## config.mk

```make
export PLATFORM = sky130hd
export DESIGN_NAME = sccb_register_master_unit_flat
export DESIGN_NICKNAME = d
export VERILOG_FILES = /design/src/rtl/srm_pkg.sv /design/src/rtl/srm_if.sv /design/src/rtl/srm_engine.sv /design/src/rtl/sccb_register_master_unit.sv /design/src/flat_wrapper.sv
export SDC_FILE = /design/constraint.sdc
export NUM_CORES = 1
export LEC_CHECK = 0
export ABC_AREA = 1
export ABC_CLOCK_PERIOD_IN_PS = 6000
export BUFFER_PORTS_ARGS = -buffer_cell sky130_fd_sc_hd__buf_2
export CORE_ASPECT_RATIO = 1.75
export CORE_UTILIZATION = 53
export CTS_CLUSTER_SIZE = 16
export DETAILED_ROUTE_END_ITERATION = 12
export PLACE_DENSITY = 0.75
export RECOVER_POWER = 25
export SLEW_MARGIN = 30
export SYNTH_ARGS = -nofsm -noshare
export SYNTH_HDL_FRONTEND = slang
export SYNTH_HIERARCHICAL = 1
export SYNTH_SLANG_ARGS = --single-unit
```

## constraint.sdc

```tcl
create_clock -name clk -period 6 [get_ports clk]
set_clock_uncertainty 0.05 [all_clocks]
set_input_delay 0.9 -clock clk [delete_from_list [all_inputs] [get_ports clk]]
set_output_delay 0.9 -clock clk [all_outputs]
set_load 0.05 [all_outputs]
```

## src/rtl/srm_pkg.sv

```systemverilog
package srm_pkg;

	// Reset values of the configuration registers.
	localparam logic [7:0]  DEVICE_ID_RESET   = 8'd66;
	localparam logic [15:0] HALF_PERIOD_RESET = 16'd50;

	// Bit 0 of the device address marks a read.
	localparam logic [7:0] READ_BIT = 8'h01;

	// Bus idle levels: clock high, data high, master driving.
	localparam logic [2:0] LINES_IDLE = 3'b111;

	// Configuration register indexes.
	typedef enum logic {
		CFG_DEVICE_ID   = 1'b0,
		CFG_HALF_PERIOD = 1'b1
	} cfg_reg_t;

	// Protocol phases; each one holds the line levels for a half period.
	typedef enum logic [4:0] {
		PH_IDLE = 5'd0,
		PH_S1   = 5'd1,
		PH_S2   = 5'd2,
		PH_BLO  = 5'd3,
		PH_BHI  = 5'd4,
		PH_ALO  = 5'd5,
		PH_AHI  = 5'd6,
		PH_GAP1 = 5'd7,
		PH_GAP2 = 5'd8,
		PH_P1   = 5'd9,
		PH_P2   = 5'd10,
		PH_P3   = 5'd11,
		PH_MID1 = 5'd12,
		PH_MID2 = 5'd13,
		PH_RLO  = 5'd14,
		PH_RHI  = 5'd15,
		PH_N1   = 5'd16,
		PH_N2   = 5'd17,
		PH_N3   = 5'd18,
		PH_N4   = 5'd19
	} phase_t;

	// One tick of input.
	typedef struct packed {
		logic       start_request;
		logic       action;
		logic [7:0] reg_addr;
		logic [7:0] write_data;
		logic       sda_in;
	} srm_in_t;

	// One tick of result.
	typedef struct packed {
		logic       scl_level;
		logic       sda_level;
		logic       sda_drive;
		logic       busy_res;
		logic       done_res;
		logic [7:0] read_byte;
		logic       ack_error;
	} srm_out_t;

	// Configuration handed to the engine.
	typedef struct packed {
		logic [7:0]  device_id;
		logic [15:0] half_period;
	} srm_cfg_t;

endpackage

```

## src/rtl/srm_if.sv

```systemverilog
// Request channel: one beat per bus tick.
interface srm_req_if;
	logic            valid;
	logic            ready;
	srm_pkg::srm_in_t data;

	modport source (output valid, output data, input ready);
	modport sink (input valid, input data, output ready);
endinterface

// Result channel: one beat per bus tick.
interface srm_res_if;
	logic             valid;
	logic             ready;
	srm_pkg::srm_out_t data;

	modport source (output valid, output data, input ready);
	modport sink (input valid, input data, output ready);
endinterface

```

## src/rtl/srm_engine.sv

```systemverilog
module srm_engine (
	input  logic              clk,
	input  logic              arst_n,
	input  logic              step,
	input  srm_pkg::srm_in_t  item,
	input  srm_pkg::srm_cfg_t cfg,
	output srm_pkg::srm_out_t result
);
	import srm_pkg::*;

	// Protocol state.
	phase_t      phase_q;
	logic [15:0] delay_q;
	logic [3:0]  bit_q;
	logic [7:0]  shift_q;
	logic [1:0]  bidx_q;
	logic        read_q;
	logic [7:0]  reg_q;
	logic [7:0]  data_q;
	logic        err_q;
	logic [7:0]  rx_q;
	logic [2:0]  lvl_q;

	// State after a possible start of a transaction.
	phase_t      ph_a;
	logic [15:0] dly_a;
	logic [3:0]  bit_a;
	logic [7:0]  shift_a;
	logic [1:0]  bidx_a;
	logic        read_a;
	logic [7:0]  reg_a;
	logic [7:0]  data_a;
	logic        err_a;
	logic [2:0]  lvl_a;

	// Next state.
	phase_t      ph_n;
	logic [15:0] dly_n;
	logic [3:0]  bit_n;
	logic [7:0]  shift_n;
	logic [1:0]  bidx_n;
	logic        err_n;
	logic [7:0]  rx_n;
	logic [2:0]  lvl_n;
	logic        done;

	logic [15:0] hp_eff;
	logic [1:0]  load_idx;
	logic [7:0]  load_val;
	logic [7:0]  sh_tx;
	logic [7:0]  sh_rx;
	logic [3:0]  bit_inc;
	logic        held;

	// A half period of zero counts as one.
	assign hp_eff = (cfg.half_period == 16'd0) ? 16'd1 : cfg.half_period;

	// Start of a transaction, taken only while idle.
	always_comb begin
		ph_a    = phase_q;
		dly_a   = delay_q;
		bit_a   = bit_q;
		shift_a = shift_q;
		bidx_a  = bidx_q;
		read_a  = read_q;
		reg_a   = reg_q;
		data_a  = data_q;
		err_a   = err_q;
		lvl_a   = lvl_q;
		if (phase_q == PH_IDLE && item.start_request) begin
			ph_a    = PH_S1;
			dly_a   = hp_eff;
			bit_a   = 4'd0;
			shift_a = 8'd0;
			bidx_a  = 2'd0;
			read_a  = item.action;
			reg_a   = item.reg_addr;
			data_a  = item.write_data;
			err_a   = 1'b0;
			lvl_a   = LINES_IDLE;
		end
	end

	// Byte to send next; the gap after a byte moves on to the following one.
	always_comb begin
		load_idx = (ph_a == PH_GAP2) ? bidx_a + 2'd1 : bidx_a;
		case (load_idx)
			2'd0:    load_val = cfg.device_id;
			2'd1:    load_val = reg_a;
			default: load_val = read_a ? (cfg.device_id | READ_BIT) : data_a;
		endcase
	end

	assign sh_tx   = {shift_a[6:0], 1'b0};
	assign sh_rx   = {shift_a[6:0], item.sda_in};
	assign bit_inc = bit_a + 4'd1;
	assign held    = lvl_a[1];

	// Next state: count down the delay, then move to the next segment.
	always_comb begin
		ph_n    = ph_a;
		dly_n   = dly_a;
		bit_n   = bit_a;
		shift_n = shift_a;
		bidx_n  = bidx_a;
		err_n   = err_a;
		rx_n    = rx_q;
		lvl_n   = lvl_a;
		done    = 1'b0;
		if (ph_a != PH_IDLE) begin
			dly_n = (dly_a != 16'd0) ? dly_a - 16'd1 : 16'd0;
			if (dly_n == 16'd0) begin
				dly_n = hp_eff;
				case (ph_a)
					PH_S1: begin
						ph_n  = PH_S2;
						lvl_n = 3'b101;
					end
					PH_S2: begin
						shift_n = load_val;
						bit_n   = 4'd0;
						ph_n    = PH_BLO;
						lvl_n   = {1'b0, load_val[7], 1'b1};
					end
					PH_BLO: begin
						ph_n  = PH_BHI;
						lvl_n = {1'b1, held, 1'b1};
					end
					PH_BHI: begin
						shift_n = sh_tx;
						bit_n   = bit_inc;
						if (!bit_inc[3]) begin
							ph_n  = PH_BLO;
							lvl_n = {1'b0, sh_tx[7], 1'b1};
						end else begin
							ph_n  = PH_ALO;
							lvl_n = {1'b0, held, 1'b0};
						end
					end
					PH_ALO: begin
						ph_n  = PH_AHI;
						lvl_n = {1'b1, held, 1'b0};
					end
					PH_AHI: begin
						if (item.sda_in && !read_a) begin
							err_n = 1'b1;
						end
						if (!read_a && bidx_a == 2'd2) begin
							ph_n  = PH_P1;
							lvl_n = 3'b001;
						end else begin
							ph_n  = PH_GAP1;
							lvl_n = {1'b0, held, 1'b1};
						end
					end
					PH_GAP1: begin
						ph_n  = PH_GAP2;
						lvl_n = {1'b0, held, 1'b1};
					end
					PH_GAP2: begin
						if (!read_a || bidx_a == 2'd0) begin
							bidx_n  = load_idx;
							shift_n = load_val;
							bit_n   = 4'd0;
							ph_n    = PH_BLO;
							lvl_n   = {1'b0, load_val[7], 1'b1};
						end else if (bidx_a == 2'd1) begin
							ph_n  = PH_P1;
							lvl_n = 3'b001;
						end else begin
							bidx_n  = 2'd3;
							bit_n   = 4'd0;
							shift_n = 8'd0;
							ph_n    = PH_RLO;
							lvl_n   = {1'b0, held, 1'b0};
						end
					end
					PH_P1: begin
						ph_n  = PH_P2;
						lvl_n = 3'b101;
					end
					PH_P2: begin
						ph_n  = PH_P3;
						lvl_n = 3'b111;
					end
					PH_P3: begin
						if (read_a && bidx_a == 2'd1) begin
							ph_n  = PH_MID1;
							lvl_n = 3'b111;
						end else begin
							ph_n  = PH_IDLE;
							dly_n = 16'd0;
							bit_n = 4'd0;
							lvl_n = LINES_IDLE;
							done  = 1'b1;
						end
					end
					PH_MID1: begin
						ph_n  = PH_MID2;
						lvl_n = 3'b111;
					end
					PH_MID2: begin
						bidx_n = 2'd2;
						ph_n   = PH_S1;
						lvl_n  = 3'b111;
					end
					PH_RLO: begin
						ph_n  = PH_RHI;
						lvl_n = {1'b1, held, 1'b0};
					end
					PH_RHI: begin
						shift_n = sh_rx;
						bit_n   = bit_inc;
						if (!bit_inc[3]) begin
							ph_n  = PH_RLO;
							lvl_n = {1'b0, held, 1'b0};
						end else begin
							rx_n  = sh_rx;
							ph_n  = PH_N1;
							lvl_n = {1'b0, held, 1'b1};
						end
					end
					PH_N1: begin
						ph_n  = PH_N2;
						lvl_n = 3'b111;
					end
					PH_N2: begin
						ph_n  = PH_N3;
						lvl_n = 3'b011;
					end
					PH_N3: begin
						ph_n  = PH_N4;
						lvl_n = 3'b001;
					end
					PH_N4: begin
						ph_n  = PH_P1;
						lvl_n = 3'b001;
					end
					default: begin
						ph_n  = PH_IDLE;
						dly_n = 16'd0;
						lvl_n = LINES_IDLE;
					end
				endcase
			end
		end
	end

	// Result of this tick: line levels as they stood during the tick.
	always_comb begin
		result.scl_level = lvl_a[2];
		result.sda_level = lvl_a[0] ? lvl_a[1] : 1'b1;
		result.sda_drive = lvl_a[0];
		result.busy_res  = (ph_a != PH_IDLE);
		result.done_res  = done;
		result.read_byte = rx_n;
		result.ack_error = err_n;
	end

	// State registers advance once per worked tick.
	always_ff @(posedge clk or negedge arst_n) begin
		if (!arst_n) begin
			phase_q <= PH_IDLE;
			delay_q <= 16'd0;
			bit_q   <= 4'd0;
			shift_q <= 8'd0;
			bidx_q  <= 2'd0;
			read_q  <= 1'b0;
			reg_q   <= 8'd0;
			data_q  <= 8'd0;
			err_q   <= 1'b0;
			rx_q    <= 8'd0;
			lvl_q   <= LINES_IDLE;
		end else if (step) begin
			phase_q <= ph_n;
			delay_q <= dly_n;
			bit_q   <= bit_n;
			shift_q <= shift_n;
			bidx_q  <= bidx_n;
			read_q  <= read_a;
			reg_q   <= reg_a;
			data_q  <= data_a;
			err_q   <= err_n;
			rx_q    <= rx_n;
			lvl_q   <= lvl_n;
		end
	end

endmodule

```

## src/rtl/sccb_register_master_unit.sv

```systemverilog
// A request beat is registered in the input register, worked once the result
// register is free or draining, and its result beat is then held there until taken.
// Throughput: one beat per cycle while res.ready is high; state updates once per beat.
// Reset (arst_n low, asynchronous): bus idle with clock and data high and driven,
// no transaction, error and read byte cleared, device id 66, half period 50.
module sccb_register_master_unit (
	input  logic        clk,
	input  logic        arst_n,
	srm_req_if.sink     req,
	srm_res_if.source   res,
	input  logic        cfg_we,
	input  logic        cfg_index,
	input  logic [15:0] cfg_wdata
);
	import srm_pkg::*;

	srm_cfg_t cfg_q;
	srm_in_t  item_s1;
	logic     valid_s1;
	srm_out_t res_q;
	logic     res_valid_q;
	srm_out_t step_res;
	logic     s1_fire;
	logic     req_fire;

	// Configuration registers.
	always_ff @(posedge clk or negedge arst_n) begin
		if (!arst_n) begin
			cfg_q.device_id   <= DEVICE_ID_RESET;
			cfg_q.half_period <= HALF_PERIOD_RESET;
		end else if (cfg_we) begin
			case (cfg_reg_t'(cfg_index))
				CFG_DEVICE_ID:   cfg_q.device_id <= cfg_wdata[7:0];
				CFG_HALF_PERIOD: cfg_q.half_period <= cfg_wdata;
				default:         cfg_q <= cfg_q;
			endcase
		end
	end

	// The input stage moves on when the result register is free or being drained.
	assign s1_fire   = valid_s1 && (!res_valid_q || res.ready);
	assign req.ready = !valid_s1 || s1_fire;
	assign req_fire  = req.valid && req.ready;

	// Input register.
	always_ff @(posedge clk or negedge arst_n) begin
		if (!arst_n) begin
			valid_s1 <= 1'b0;
		end else if (req.ready) begin
			valid_s1 <= req.valid;
		end
	end

	always_ff @(posedge clk) begin
		if (req_fire) begin
			item_s1 <= req.data;
		end
	end

	srm_engine u_engine (
		.clk    (clk),
		.arst_n (arst_n),
		.step   (s1_fire),
		.item   (item_s1),
		.cfg    (cfg_q),
		.result (step_res)
	);

	// Result register.
	always_ff @(posedge clk or negedge arst_n) begin
		if (!arst_n) begin
			res_valid_q <= 1'b0;
		end else if (s1_fire) begin
			res_valid_q <= 1'b1;
		end else if (res.ready) begin
			res_valid_q <= 1'b0;
		end
	end

	always_ff @(posedge clk) begin
		if (s1_fire) begin
			res_q <= step_res;
		end
	end

	assign res.valid = res_valid_q;
	assign res.data  = res_q;

	// A finished transaction is still reported as busy on its last tick.
	a_done_busy: assert property (@(posedge clk) disable iff (!arst_n)
		(res_valid_q && res_q.done_res) |-> res_q.busy_res)
		else $error("done without busy");

	// Outside a transaction the bus rests with both lines high and driven.
	a_idle_lines: assert property (@(posedge clk) disable iff (!arst_n)
		(res_valid_q && !res_q.busy_res) |->
		(res_q.scl_level && res_q.sda_level && res_q.sda_drive))
		else $error("bus not idle outside a transaction");

	// A worked beat always shows up in the result register.
	a_step_result: assert property (@(posedge clk) disable iff (!arst_n)
		s1_fire |=> res_valid_q)
		else $error("worked beat lost");

	// An accepted request beat is held in the input stage.
	a_accept_s1: assert property (@(posedge clk) disable iff (!arst_n)
		req_fire |=> valid_s1)
		else $error("accepted beat lost");

endmodule
```

## src/flat_wrapper.sv

```systemverilog
// flat-port wrapper written by rule: the top's interface ports become plain ports
module sccb_register_master_unit_flat import srm_pkg::*;
  (clk, arst_n, cfg_we, cfg_index, cfg_wdata, req_valid, req_data, req_ready, res_valid, res_data, res_ready);
  srm_req_if req_i ();
  srm_res_if res_i ();
  input  logic clk;
  input  logic arst_n;
  input  logic cfg_we;
  input  logic cfg_index;
  input  logic [15:0] cfg_wdata;
  input wire logic [$bits(req_i.valid)-1:0] req_valid;
  input wire logic [$bits(req_i.data)-1:0] req_data;
  output wire logic [$bits(req_i.ready)-1:0] req_ready;
  output wire logic [$bits(res_i.valid)-1:0] res_valid;
  output wire logic [$bits(res_i.data)-1:0] res_data;
  input wire logic [$bits(res_i.ready)-1:0] res_ready;
  assign req_i.valid = req_valid;
  assign req_i.data = req_data;
  assign req_ready = req_i.ready;
  assign res_valid = res_i.valid;
  assign res_data = res_i.data;
  assign res_i.ready = res_ready;
  sccb_register_master_unit u_core (.clk(clk), .arst_n(arst_n), .req(req_i), .res(res_i), .cfg_we(cfg_we), .cfg_index(cfg_index), .cfg_wdata(cfg_wdata));
endmodule
```

**After elaboration in Yosys (flattened, before gate mapping)**

Cells that the tools add are included.

- Memories: 0
- Memory bits (read-only): 0
- Word-level logic and storage cells: 144
- Input port bits: 41
- Bits in registers: 123
- Bits in latches: 0
- Output and inout bits: 16
- Bits in writable memories: 0

- Equal/unequal tests: 22
- Bitwise gates (word level): 1
- Order comparisons: 0
- Add/subtract/negate cells: 3
- Shift-type cells: 0
- Reductions and logical operators: 28
- Div/mod/pow operators: 0
- Mux-type cells: 63
- Multipliers: 0

Operators with widths:

| cell | count |
|---|---|
| 16-bit 2-to-1 mux | 6 |
| 8-bit 2-to-1 mux | 12 |
| 5-bit case mux with 19 select lines | 1 |
| 5-bit by 4-bit == test with 1-bit output (second input constant) | 8 |
| 4-bit 2-to-1 mux | 9 |
| 3-bit case mux with 11 select lines | 1 |
| 16-bit zero test | 2 |
| 16-bit case mux with 2 select lines | 1 |
| 8-bit case mux with 4 select lines | 1 |
| 5-bit by 3-bit == test with 1-bit output (second input constant) | 4 |
| 5-bit == test (second input constant) | 4 |
| 2-bit 2-to-1 mux | 10 |
| 5-bit 2-to-1 mux | 4 |
| 18-bit OR reduction | 1 |
| 4-bit case mux with 4 select lines | 1 |
| 8-bit case mux with 2 select lines | 1 |
| 16-bit nonzero test | 1 |
| 16-bit by 1-bit subtractor with 16-bit output (second input constant) | 1 |
| 3-bit 2-to-1 mux | 5 |
| 5-bit by 2-bit == test with 1-bit output (second input constant) | 2 |
| 1-bit 2-to-1 mux | 10 |
| 2-bit OR reduction | 4 |
| 1-bit logical AND | 6 |
| 5-bit by 1-bit == test with 1-bit output (second input constant) | 1 |
| other kinds (14) | 21 |

**Longest topological paths before layout**

Gate-level depths: netlist of the first run.

- Depth after elaboration: 11
- Mapped depth: 24
- Depth with buffers taken out: 22

**Hierarchy**

The synthesis of the first run kept the hierarchy.

Modules (own cells, without submodules):

| module | seq. area each (um^2) | instances | cells an instance | area each (um^2) |
|---|---|---|---|---|
| srm_engine | 1580.3 | 1 | 1010 | 6000.8 |
| sccb_register_master_unit | 1647.8 | 1 | 150 | 2074.5 |

**Worst setup path before layout of the first run**

OpenSTA, ideal clock, no wires.

- Kind: reg2reg
- Start: register u_core.u_engine.phase_q[1]
- End: register u_core.res_q (netlist bit u_core/res.data[0]) (data pin)
- Cell stages (with the launch flop): 22
- Slack: 2.957 ns
- Path buffers: 4
- Arrival: 2.742 ns
- Data required time: 5.699 ns
- Library setup time: 0.251 ns
- Period minus slack after synthesis: 3.043 ns
- Path through: dfrtp_1 -> nor2_4 -> nand3_2 -> inv_1 -> or2_2 -> nand2_1 -> buf_2 -> ha_1 -> nand3_1 -> inv_1 -> nand2_1 -> nor2_1 -> nand2_2 -> buf_6 -> nand2_1 -> nand4_1 -> nor2_2 -> nand3_2 -> buf_6 -> nand2_1 -> o21ai_1 -> buf_4

- Cells in the longest elaborated chain, start to end: 9
- Elaborated cells between the ends (all ways): 18
- Those cells by class: 1 x add/sub; 1 x eq/ne; 9 x mux; 7 x reduce/logical

Ends and longest elaborated chain:

| what | line | source |
|---|---|---|
| start, declared | srm_engine.sv:12 | `phase_t phase_q;` |
| start signal, assigned | srm_engine.sv:275 | `phase_q <= ph_n;` |
| branches (longest 8 deep; another with 16-bit by 1-bit subtractor with 16-bit output) | n/a |  |
| 1-bit 2-to-1 mux (*) | srm_engine.sv:110 | `if (ph_a != PH_IDLE) begin` |
| net u_core.u_engine.err_n | srm_engine.sv:42 | `logic err_n;` |
| end signal, assigned | sccb_register_master_unit.sv:82 | `res_q <= step_res;` |
| end, declared | sccb_register_master_unit.sv:20 | `srm_out_t res_q;` |

Mark *: on every way through the listed nets, which the timed path passes.
A chain may end at the register's enable or synchronous reset.

**Final worst setup path of the first run**

- Start: register u_core.u_engine.phase_q[4]
- End: register u_core.u_engine.delay_q[11]

- Cells in the longest elaborated chain, start to end: 9
- Elaborated cells between the ends (all ways): 37
- Those cells by class: 1 x add/sub; 20 x eq/ne; 9 x mux; 7 x reduce/logical

Ends and longest elaborated chain:

| what | line | source |
|---|---|---|
| branches (longest 8 deep; another with 16-bit by 1-bit subtractor with 16-bit output) | n/a |  |
| 16-bit 2-to-1 mux (*) | srm_engine.sv:110 |  |
| end signal, assigned | srm_engine.sv:276 | `delay_q <= dly_n;` |
| end, declared | srm_engine.sv:13 | `logic [15:0] delay_q;` |

Mark *: on every way between the ends.

==> results of run 1 <==
==> final cells by class <==
class,count,area [µm²]
inverter,125,469
multi-input combinational,863,4080
clock buffer,17,425
clock inverter,15,165
fill,1467,5960
sequential,122,3230
tap,183,229
timing repair buffer,65,357
==> Yosys cell counts (16+ instances only) <==
cell / instances / area, µm²
nand2_1: 416 / 1560
mux2i_1: 16 / 160
inv_1: 119 / 447
nand4_1: 45 / 282
nand3_1: 83 / 415
edfxtp_1: 33 / 991
nor2_1: 100 / 375
dfrtp_1: 81 / 2030
o21ai_0: 64 / 320
a21oi_1: 28 / 140
o21ai_1: 23 / 115
buf_2: 19 / 95.1
==> sequential cells by signal (all words and copies together), names as in the netlist, 2 cells and up <==
register and count:
u_core/u_engine/delay_q 16, u_core/u_engine/bit_q 4, u_core/u_engine/phase_q 5, u_core/item_s1 19
u_core/u_engine/shift_q 7, u_core/u_engine/lvl_q 3, u_core/cfg_q 24, u_core/u_engine/rx_q 8
u_core/res.data 14, u_core/u_engine/reg_q 8, u_core/u_engine/data_q 8, u_core/u_engine/bidx_q 2
==> stage by stage <==
step                instance area (µm²)  setup slack [ns]  util [%]
floorplan                          8080              2.96         -
global placement                   8360              1.64      56.1
detailed placement                 8380              1.53      56.2
CTS                                8970              1.51      60.2
global route                       8950              1.01      60.0
finish                             8950              1.34      60.0
==> kinds of logic (layout without fill, tap and decap cells) <==
family,after synthesis,after routing,synth area share (%)
AO/OA/AOI/OAI,150,150,10.5
multiplexers,16,16,1.98
flip-flops,122,122,40.0
buffers and inverters,175,222,9.45
AND/OR/NAND/NOR,687,687,36.7
XOR/XNOR,3,3,0.325
adder cells (fa/ha/maj),7,7,1.08
==> per-layer routing <==
metal	vias to the layer above	share of wire [%]	GRT usage, %
met5	-	0	0
met4	0	8.5	28.0
met3	114	3.6	5.13
met2	284	52	60.7
met1	3629	36	36.2
li1	3848	-	-
==> power by group <==
| group | internal [mW] | switching [mW] | total, mW |
|---|---|---|---|
| Combinational | 0.378 | 1.04 | 1.42 |
| Clock | 0.562 | 0.466 | 1.03 |
| Sequential | 1.02 | 0.113 | 1.14 |
| Total | 1.96 | 1.62 | 3.58 |
==> worst min path at each step <==
stage,to,slack (ns),from,cells after the start
2_1_floorplan,u_core/cfg_q[19],0.39,u_core/cfg_q[19],2
3_3_place_gp,u_core/u_engine/lvl_q[2],0.41,u_core/u_engine/lvl_q[2],2
3_5_place_dp,u_core/u_engine/lvl_q[2],0.41,u_core/u_engine/lvl_q[2],2
4_1_cts,u_core/u_engine/delay_q[11],0.24,arst_n,1
5_1_grt,u_core/u_engine/delay_q[11],0.43,arst_n,1
6_report,u_core/cfg_q[8],0.38,arst_n,1
==> PnR_summary.wiki, run 1 <==
{| class="wikitable"
! Metric !! Value
|-
| Result of the run || finished clean
|-
| Hold WC Path Type || input port to async pin
|-
| Cell occurring most often along the worst timing path || nand2_1
|-
| Final critical path time including I/O delays and setup || 4.66 ns
|-
| Tightest hold margin || 0.379 ns
|-
| Slew at the pin closest to its max-slew limit || 0.930 ns
|-
| Clock tree sinks || 122
|-
| Number of global-route vias before repair || 7,672
|-
| Latest clock arrival within the worst-skew pair || 0.41 ns
|-
| Share of post-route cells with drive strength above 1 || 12.3%
|-
| Seq cells post-synth || 122
|-
| Largest stage delay, worst path || 0.67 ns
|-
| Mean routed wirelength per cell || 18.7 µm
|-
| Hold buffers post-CTS || 0
|-
| Final critical-path share of the clock period || 77.7%
|-
| Start of the worst register-to-register path || u_core/u_engine/phase_q[4]
|-
| GRT Util Overall || 34.8%
|-
| Worst endpoint required time || 6.31 ns
|-
| DRC violation total after the first TritonRoute iteration || 549
|-
| CTS Buffer Depth || 2
|-
| Tightest slew margin relative to the limit || 37.6%
|-
| First-pass GRT wire length || 40.1 mm
|-
| Worst Setup Path Type || flop to flop
|-
| Final Routed Wirelength || 26.0 mm
|-
| Total number of vias || 7,875
|-
| Die Span X || 95.3 µm
|-
| Mean cell area of the mapped netlist || 6.96 µm²
|-
| Number of max-capacitance violations reported || 0
|-
| Sum of negative setup slack || 0 ns
|-
| Unrepaired setup endpoints after global routing || false
|-
| Buffer count from post-CTS setup fixing || 0
|-
| Global route total overflow || 0
|-
| HPWL after DPL || 19.3 mm
|-
| Largest delay share family, worst path || simple AND/OR/NAND/NOR gates
|-
| YS warnings || 6
|-
| CTS root buffer || clkbuf_16
|-
| Path depth of the worst reg2reg path || 18
|-
| Count of inserted antenna diode cells || 0
|-
| Share of flip-flops with an asynchronous set or reset || 73.0%
|-
| Slowest cell on the critical path || nor3b_2
|-
| Number of H-tree levels || 4
|-
| Setup slack of the most critical reg-to-reg path || 1.34 ns
|-
| Type of element launching the critical path || flop
|-
| Via density || 5.67
|-
| Number of clock buffers inserted by TritonCTS || 17
|-
| Sequential element share of the synthesized area || 40.0%
|-
| Total iterations of the first detailed-routing run || 5
|-
| End of the worst register-to-register path || u_core/u_engine/delay_q[11]
|-
| Largest net degree at the start of global routing || 81
|-
| Total Die Area || 15,800 µm²
|-
| Kind of end point of the critical path || flop
|-
| Post-synthesis to final-layout area growth || 10.9%
|-
| Post-synthesis cell type count || 45
|-
| Clock-pin slew on the worst setup and hold paths || 0.07 ns
|-
| Number of antenna violations at the first check in global routing || 0
|-
| Maximum resistive drop on vdd || 0.200 mV
|-
| Number of buffer cells added on primary ports || 56
|-
| Final count of negative-setup-slack endpoints || 0
|-
| Total of cells resized after clock tree synthesis || 0
|-
| Initial Utilization || 54.2%
|-
| Synthesized netlist cell count || 1,160
|-
| Number of stages on the worst setup path || 18
|-
| # placed instances || 1,358
|-
| Slew Limit Fails || 0
|-
| Static leakage || 4.55 nW
|-
| Vertical die dimension || 165 µm
|-
| Ys flop type || dfrtp_1
|-
| Critical Path Start || u_core/u_engine/phase_q[4]
|-
| Most frequent standard cell in the layout excluding fill and tap cells || nand2_1
|-
| Critical path data arrival time || 4.97 ns
|-
| Total core area || 14,900 µm²
|-
| Total power || 3.58 mW
|-
| Cell Rows || 59
|-
| Final hold vios || 0
|-
| Worst setup path endpoint || u_core/u_engine/delay_q[11]
|-
| I/O pins || 57
|-
| Power density of the placed cells || 400 nW/µm²
|-
| Clock tree from TritonCTS || done
|-
| Max FO, Critical Path || 25
|-
| Number of buffers and inverters on the critical path || 2
|-
| Critical path, cell by cell || nor2_4 -> nand3_2 -> inv_1 -> nand3_1 -> nand2_1 -> ha_1 -> nand3_1 -> inv_1 -> nand2_1 -> nor2_1 -> nand2_1 -> nand3_1 -> nand2_1 -> nor3b_2 -> nand3_1 -> nand3_1 -> nand2_1 -> nand2_1
|-
| Final standard cell count with taps included and fillers excluded || 1,390
|-
| Final RePlAce weighted congestion || 1.01
|-
| Number of nets with antenna violations after routing || 0
|-
| Max Clock Freq || 215 MHz
|-
| Number of synthesized flops with an enable pin || 33
|-
| Total standard cell area after synthesis || 8080 µm²
|-
| Commonest cells after routing, fill and taps aside || nand2_1 (418), inv_1 (118), nor2_1 (100), nand3_1 (83), dfrtp_1 (81)
|-
| Net count after synthesis || 1,208
|-
| Net count of the finished layout || 1,242
|-
| DRC Markers || 0
|}
No activity file was read; power rests on OpenSTA's default activity.
==> inputs of run 2 (changes only) <==
ABC_CLOCK_PERIOD_IN_PS = 4400   (was 6000)
clock period = 4.4 ns   (was 6 ns; I/O delays follow)
==> run 2 against run 1 <==
  * The flow now finishes with violations (capacitance limit, slew limit)
  * Non-clock buffer count is 8 higher
  * Global-route usage shrank 0.46 points
  * Cell count is 0.58% higher
  * Core utilization up 0.58 points
  * Combinational power is 39% higher
  * Fmax up 14%
  * Via count grew 1.2%
  * Setup slack worse by 1.0 ns
  * Sequential share of layout area shrank 0.34 points
  * Hold slack worse by 0.010 ns
  * Clock-buffer cell count unchanged
  * Critical endpoint is now u_core/u_engine/phase_q[2]
  * Largest cell class unchanged
  * Largest power group unchanged
==> PnR_summary.wiki, run 2 (synthesized netlist as in run 1, its figures left out) <==
{| class="wikitable"
! Metric !! Value
|-
| Result of the run || complete, but fails checks
|-
| Violated checks || capacitance limit, slew limit
|-
| Share of post-route cells with drive strength above 1 || 13.1%
|-
| Hold buffers post-CTS || 0
|-
| Net count of the finished layout || 1,250
|-
| CTS root buffer || clkbuf_16
|-
| Final critical path time including I/O delays and setup || 4.09 ns
|-
| Tightest slew margin relative to the limit || -117%
|-
| Slew Limit Fails || 68
|-
| Number of H-tree levels || 4
|-
| Final hold vios || 0
|-
| Critical path data arrival time || 4.35 ns
|-
| Pre-CTS setup slack || 0.567 ns
|-
| Tightest hold margin || 0.368 ns
|-
| Hold path start || req_data[2]
|-
| Buffer count from post-CTS setup fixing || 0
|-
| DRC violation total after the first TritonRoute iteration || 561
|-
| Vertical die dimension || 165 µm
|-
| Total iterations of the first detailed-routing run || 5
|-
| Final critical-path share of the clock period || 93.1%
|-
| Initial Utilization || 54.2%
|-
| Post-synthesis to final-layout area growth || 11.9%
|-
| Hold WC Path Type || input port to flop
|-
| Max Clock Freq || 244 MHz
|-
| Slew at the pin closest to its max-slew limit || 3.26 ns
|-
| Static leakage || 4.59 nW
|-
| Critical Path Start || u_core/u_engine/phase_q[0]
|-
| Cell occurring most often along the worst timing path || nand3_1
|-
| Final Core Density || 60.6%
|-
| Post-layout worst setup margin || 0.305 ns
|-
| Register name with the most flops || u_core/cfg_q
|-
| Sum of negative setup slack || 0 ns
|-
| Number of global-route vias before repair || 7,611
|-
| Maximum resistive drop on vdd || 0.355 mV
|-
| Number of antenna violations at the first check in global routing || 0
|-
| Most frequent standard cell in the layout excluding fill and tap cells || nand2_1
|-
| First-pass GRT wire length || 39.5 mm
|-
| Clock tree from TritonCTS || done
|-
| Max FO, Critical Path || 17
|-
| Latest clock arrival within the worst-skew pair || 0.41 ns
|-
| Mean routed wirelength per cell || 18.5 µm
|-
| Largest stage delay, worst path || 0.45 ns
|-
| Start of the worst register-to-register path || u_core/u_engine/phase_q[0]
|-
| Total Die Area || 15,800 µm²
|-
| Slowest cell on the critical path || dfrtp_1
|-
| Critical path, cell by cell || nor2_4 -> nand3_2 -> inv_1 -> nand3_1 -> nand2_1 -> ha_1 -> nand3_1 -> inv_1 -> nand2_1 -> nor2_1 -> nand2_2 -> nand3_1 -> nand3_1 -> nor2_2 -> nand4_4 -> nor2_2 -> nand2_1 -> o21ai_1
|-
| Via density || 5.70
|-
| Number of nets with antenna violations after routing || 0
|-
| DRC Markers || 0
|-
| Final Routed Wirelength || 25.9 mm
|-
| Clock tree sinks || 122
|-
| Total number of vias || 7,971
|-
| GRT Util Overall || 34.3%
|-
| Clock-pin slew on the worst setup and hold paths || 0.07 ns
|-
| Largest delay share family, worst path || simple AND/OR/NAND/NOR gates
|-
| Worst Setup Path Type || flop to flop
|-
| Commonest cells after routing, fill and taps aside || nand2_1 (416), inv_1 (118), nor2_1 (100), nand3_1 (83), dfrtp_1 (81)
|-
| Kind of end point of the critical path || flop
|-
| I/O pins || 57
|-
| Cell Rows || 59
|-
| Number of clock buffers inserted by TritonCTS || 17
|-
| Number of buffers and inverters on the critical path || 2
|-
| Worst endpoint required time || 4.65 ns
|-
| Number of buffer cells added on primary ports || 56
|-
| Unrepaired setup endpoints after global routing || false
|-
| Registers with the most flip-flops || u_core/cfg_q: 24 flops, u_core/item_s1: 19 flops, u_core/u_engine/delay_q: 16 flops
|-
| Type of element launching the critical path || flop
|-
| Largest net degree at the start of global routing || 69
|-
| HPWL after DPL || 18.8 mm
|-
| Total core area || 14,900 µm²
|-
| Flip-flop count of the largest register, all copies and words added || 24
|-
| Final count of negative-setup-slack endpoints || 0
|-
| Power density of the placed cells || 547 nW/µm²
|-
| Total of cells resized after clock tree synthesis || 0
|-
| Global route total overflow || 0
|-
| CTS Buffer Depth || 2
|-
| Die Span X || 95.3 µm
|-
| Number of max-capacitance violations reported || 1
|-
| Count of inserted antenna diode cells || 0
|-
| Final RePlAce weighted congestion || 0.993
|}
-- run 2: changes by cell type in the layout (fill, tap and decap cells not counted), moves of 2 or more --
cell / delta
clkbuf_1: -2
buf_4: +9
nand2_1: -2
inv_8: -7
nand2_4: +2
clkinv_8: -2
bufinv_16: +2
inv_6: +3
clkinvlp_4: +4
-- run 2: stage by stage --
| stage | instance area, µm² | power (mW) | instances |
|---|---|---|---|
| global placement | 8440 | 3.48 | 1366 |
| finish | 9040 | 4.95 | 1398 |
| CTS | 9040 | 4.91 | 1398 |
| detailed placement | 8450 | 3.48 | 1366 |
| global route | 9040 | 5.23 | 1398 |
| floorplan | 8080 | 2.88 | 1160 |
-- run 2: power by group --
part | total (mW) | switching (mW) | internal [mW]
Combinational | 1.98 | 1.42 | 0.558
Clock | 1.41 | 0.565 | 0.846
Sequential | 1.56 | 0.160 | 1.40
Total | 4.95 | 2.15 | 2.80
-- run 2: metal layers --
| layer | share of wire [%] | global-route usage (%) | wire, µm |
|---|---|---|---|
| met5 | 0 | 0 | 0 |
| met2 | 51 | 58.4 | 13200 |
| met3 | 5.5 | 7.14 | 1410 |
| met1 | 34 | 34.3 | 8840 |
| met4 | 9.2 | 31.0 | 2390 |
-- run 2: area by class of cell --
cell class                 instances  area (µm²)
clock buffer                      17         425
fill                            1404        5870
clock inverter                    15         165
inverter                         125         472
tap                              183         229
timing repair buffer              73         425
sequential                       122        3230
multi-input combinational        863        4100
-- run 2: final timing paths --
path	depth (start not counted)	endpoint	slack, ns
setup / recovery	18	u_core/u_engine/phase_q[2]	0.31
hold reg to reg	2	u_core/cfg_q[17]	0.42
hold / removal	1	u_core/item_s1[2]	0.37
min in group asynchronous	1	u_core/u_engine/delay_q[1]	1.48
setup reg to reg	18	u_core/u_engine/phase_q[2]	0.31
max in group asynchronous	1	u_core/u_engine/rx_q[5]	0.94
-- run 2: worst register-to-register path, delay by kind of cell, from the launching register on --
family / cells / cell delay [ns]
AOI/OAI and AO/OA: 1 / 0.14
adders and majority gates: 1 / 0.17
buffers and inverters: 2 / 0.33
DFF: 1 / 0.45
and+or+nand+nor: 14 / 2.84
==> inputs of run 3 (changes only) <==
ABC_CLOCK_PERIOD_IN_PS = 5000   (was 4400)
CORE_ASPECT_RATIO = 2   (was 1.75)
CORE_UTILIZATION = 60   (was 53)
PLACE_DENSITY = 0.83   (was 0.75)
clock period = 5 ns   (was 4.4 ns; I/O delays follow)
==> run 3 against run 2 <==
  * The run still ends with capacitance limit, slew limit left
  * Critical endpoint is now u_core/u_engine/rx_q[3]
  * Cell count shrank 2.6%
  * Sequential share of layout area increased by 0.46 points
  * Power shrank 13%
  * Setup slack better by 0.23 ns
  * Critical path depth is the same
  * Clock power down 14%
==> PnR_summary.wiki, run 3 (synthesized netlist as in run 1, its figures left out) <==
{| class="wikitable"
! Metric !! Value
|-
| CTS Buffer Depth || 2
|-
| Largest net degree at the start of global routing || 67
|-
| Max FO, Critical Path || 25
|-
| Number of buffer cells added on primary ports || 56
|-
| Mean routed wirelength per cell || 19.2 µm
|-
| Total Die Area || 14,000 µm²
|-
| Tightest slew margin relative to the limit || -84.3%
|-
| Worst setup path endpoint || u_core/u_engine/rx_q[3]
|-
| Critical Path Start || u_core/u_engine/phase_q[4]
|-
| DRC Markers || 0
|-
| HPWL after DPL || 19.0 mm
|-
| Max Clock Freq || 224 MHz
|-
| Number of max-capacitance violations reported || 1
|-
| Maximum resistive drop on vdd || 0.331 mV
|-
| Number of nets with antenna violations after routing || 0
|-
| CTS root buffer || clkbuf_16
|-
| Initial Utilization || 61.8%
|-
| Total iterations of the first detailed-routing run || 6
|-
| First-pass GRT wire length || 41.5 mm
|-
| Total cell area at the placement stage || 8350 µm²
|-
| Final critical-path share of the clock period || 89.4%
|-
| Critical path data arrival time || 4.73 ns
|-
| Start of the worst register-to-register path || u_core/u_engine/phase_q[4]
|-
| Net count of the finished layout || 1,244
|-
| Die Span X || 84.0 µm
|-
| Reg power frac || 31.8%
|-
| Buffer count from post-CTS setup fixing || 0
|-
| Most frequent standard cell in the layout excluding fill and tap cells || nand2_1
|-
| Path depth of the worst reg2reg path || 18
|-
| Number of clock buffers inserted by TritonCTS || 17
|-
| Slew at the pin closest to its max-slew limit || 2.77 ns
|-
| Hold WC Path Type || flop to flop
|-
| Clock tree from TritonCTS || done
|-
| Hold Crit Depth || 2
|-
| Type of element launching the critical path || flop
|-
| Number of global-route vias before repair || 8,040
|-
| Net Switching || 1.91 mW
|-
| Vertical die dimension || 166 µm
|-
| Design Area, Final || 8930 µm²
|-
| Register name with the most flops || u_core/cfg_q
|-
| Switching Fraction || 44.4%
|-
| Combinational share of power || 40.0%
|-
| Final Routed Wirelength || 26.2 mm
|-
| Final RePlAce weighted congestion || 1.01
|-
| Setup slack of the most critical reg-to-reg path || 0.53 ns
|-
| Power density of the placed cells || 482 nW/µm²
|-
| Flip-flop count of the largest register, all copies and words added || 24
|-
| Unrepaired setup endpoints after global routing || false
|-
| Registers with the most flip-flops || u_core/cfg_q: 24 flops, u_core/item_s1: 19 flops, u_core/u_engine/delay_q: 16 flops
|-
| Final critical path time including I/O delays and setup || 4.47 ns
|-
| Sum of negative setup slack || 0 ns
|-
| Worst endpoint required time || 5.27 ns
|-
| Number of antenna violations at the first check in global routing || 0
|-
| Violated checks || capacitance limit, slew limit
|-
| Worst Setup Path Type || flop to flop
|-
| Slew Limit Fails || 50
|-
| Final count of negative-setup-slack endpoints || 0
|-
| Post-synthesis to final-layout area growth || 10.5%
|-
| Clock network fraction of design power || 28.2%
|-
| Global route total overflow || 0
|-
| Latest clock arrival within the worst-skew pair || 0.42 ns
|-
| Result of the run || complete, but fails checks
|-
| Share of post-route cells with drive strength above 1 || 12.8%
|-
| I/O pins || 57
|-
| GRT Util Overall || 39.4%
|-
| Clock tree sinks || 122
|-
| Final hold vios || 0
|-
| End of the worst register-to-register path || u_core/u_engine/rx_q[3]
|-
| Number of H-tree levels || 4
|-
| Clock-pin slew on the worst setup and hold paths || 0.06 ns
|-
| Count of inserted antenna diode cells || 0
|-
| Internal power of the cells || 2.39 mW
|-
| Cell Rows || 59
|-
| Kind of end point of the critical path || flop
|-
| Total core area || 13,100 µm²
|-
| Commonest cells after routing, fill and taps aside || nand2_1 (416), inv_1 (117), nor2_1 (100), nand3_1 (83), dfrtp_1 (81)
|-
| Via density || 6.02
|-
| Total number of vias || 8,196
|-
| Static leakage || 4.56 nW
|-
| DRC violation total after the first TritonRoute iteration || 735
|}
[run 3: cell types whose count changed in the layout (fill, tap and decap cells not counted), sizes merged]
cell,previous run,this run
buf,72,66
bufinv,2,1
clkbuf,17,18
clkdlybuf4s25,1,0
clkinv,1,4
clkinvlp,5,2
inv,132,133
[run 3: per-layer routing]
metal / track usage [%] / part of all wire, %
met2: 70.0 / 52
met3: 6.91 / 4.9
met1: 37.6 / 33
met5: 0 / 0
met4: 36.2 / 10
[run 3: final cells by class]
| class | count | area (µm²) |
|---|---|---|
| clock buffers | 17 | 425 |
| clock inverters | 15 | 153 |
| fillers | 1145 | 4140 |
| inverters | 125 | 473 |
| multi-input cells | 863 | 4100 |
| flip-flops and latches | 122 | 3230 |
| well taps | 152 | 190 |
| repair buffers | 67 | 362 |
[run 3: through the flow]
step                      power (mW)  utilization [%]  hold WS [ns]  worst slack [ns]  std cells
after global placement          3.02             63.9         0.408             0.916       1329
final                           4.30             68.3         0.422             0.530       1361
after floorplan                 2.53                -         0.387              1.96       1160
after global routing            4.53             68.3         0.438             0.170       1361
after detailed placement        3.03             63.9         0.410             0.834       1329
after CTS                       4.26             68.3         0.319             0.805       1361
[run 3: power by group through the flow]
stage,Sequential (mW),Clock [mW],Combinational (mW)
after floorplan,1.38,0,1.16
after CTS,1.37,1.22,1.67
final,1.37,1.21,1.72
after detailed placement,1.38,0,1.65
after global routing,1.39,1.26,1.88
after global placement,1.37,0,1.65
[run 3: what timing repair did]
| action | 4_1_cts | 5_1_grt |
|---|---|---|
| hold endpoints to repair | 0 | 0 |
| setup endpoints to repair | 0 | 2 |
| hold buffers | 0 | 0 |
| resized for setup | 0 | 1 |
[run 3: critical path, cell delays in order (launching register included)]
cell and delay (ns):
dfrtp_1 0.53, nor2_4 0.51, nand3_2 0.15, inv_1 0.23, nand3_1 0.11, nand2_1 0.34
ha_1 0.25, nand3_1 0.09, inv_1 0.06, nand2_1 0.05, nor2_1 0.12, nand2_2 0.23
nand2_1 0.22, nand3_1 0.16, nor2_1 0.13, nand2_1 0.07, nor2_1 0.25, nand4_1 0.50
o21ai_1 0.30
[run 3: how the worst min path moves through the flow]
stage / slack (ns) / from / to
final: 0.42 / u_core/cfg_q[17] / u_core/cfg_q[17]
after global placement: 0.41 / u_core/u_engine/delay_q[0] / u_core/u_engine/delay_q[0]
after CTS: 0.32 / arst_n / u_core/u_engine/delay_q[11]
after floorplan: 0.39 / u_core/cfg_q[19] / u_core/cfg_q[19]
after detailed placement: 0.41 / u_core/cfg_q[17] / u_core/cfg_q[17]
after global routing: 0.44 / u_core/u_engine/lvl_q[1] / u_core/u_engine/lvl_q[1]
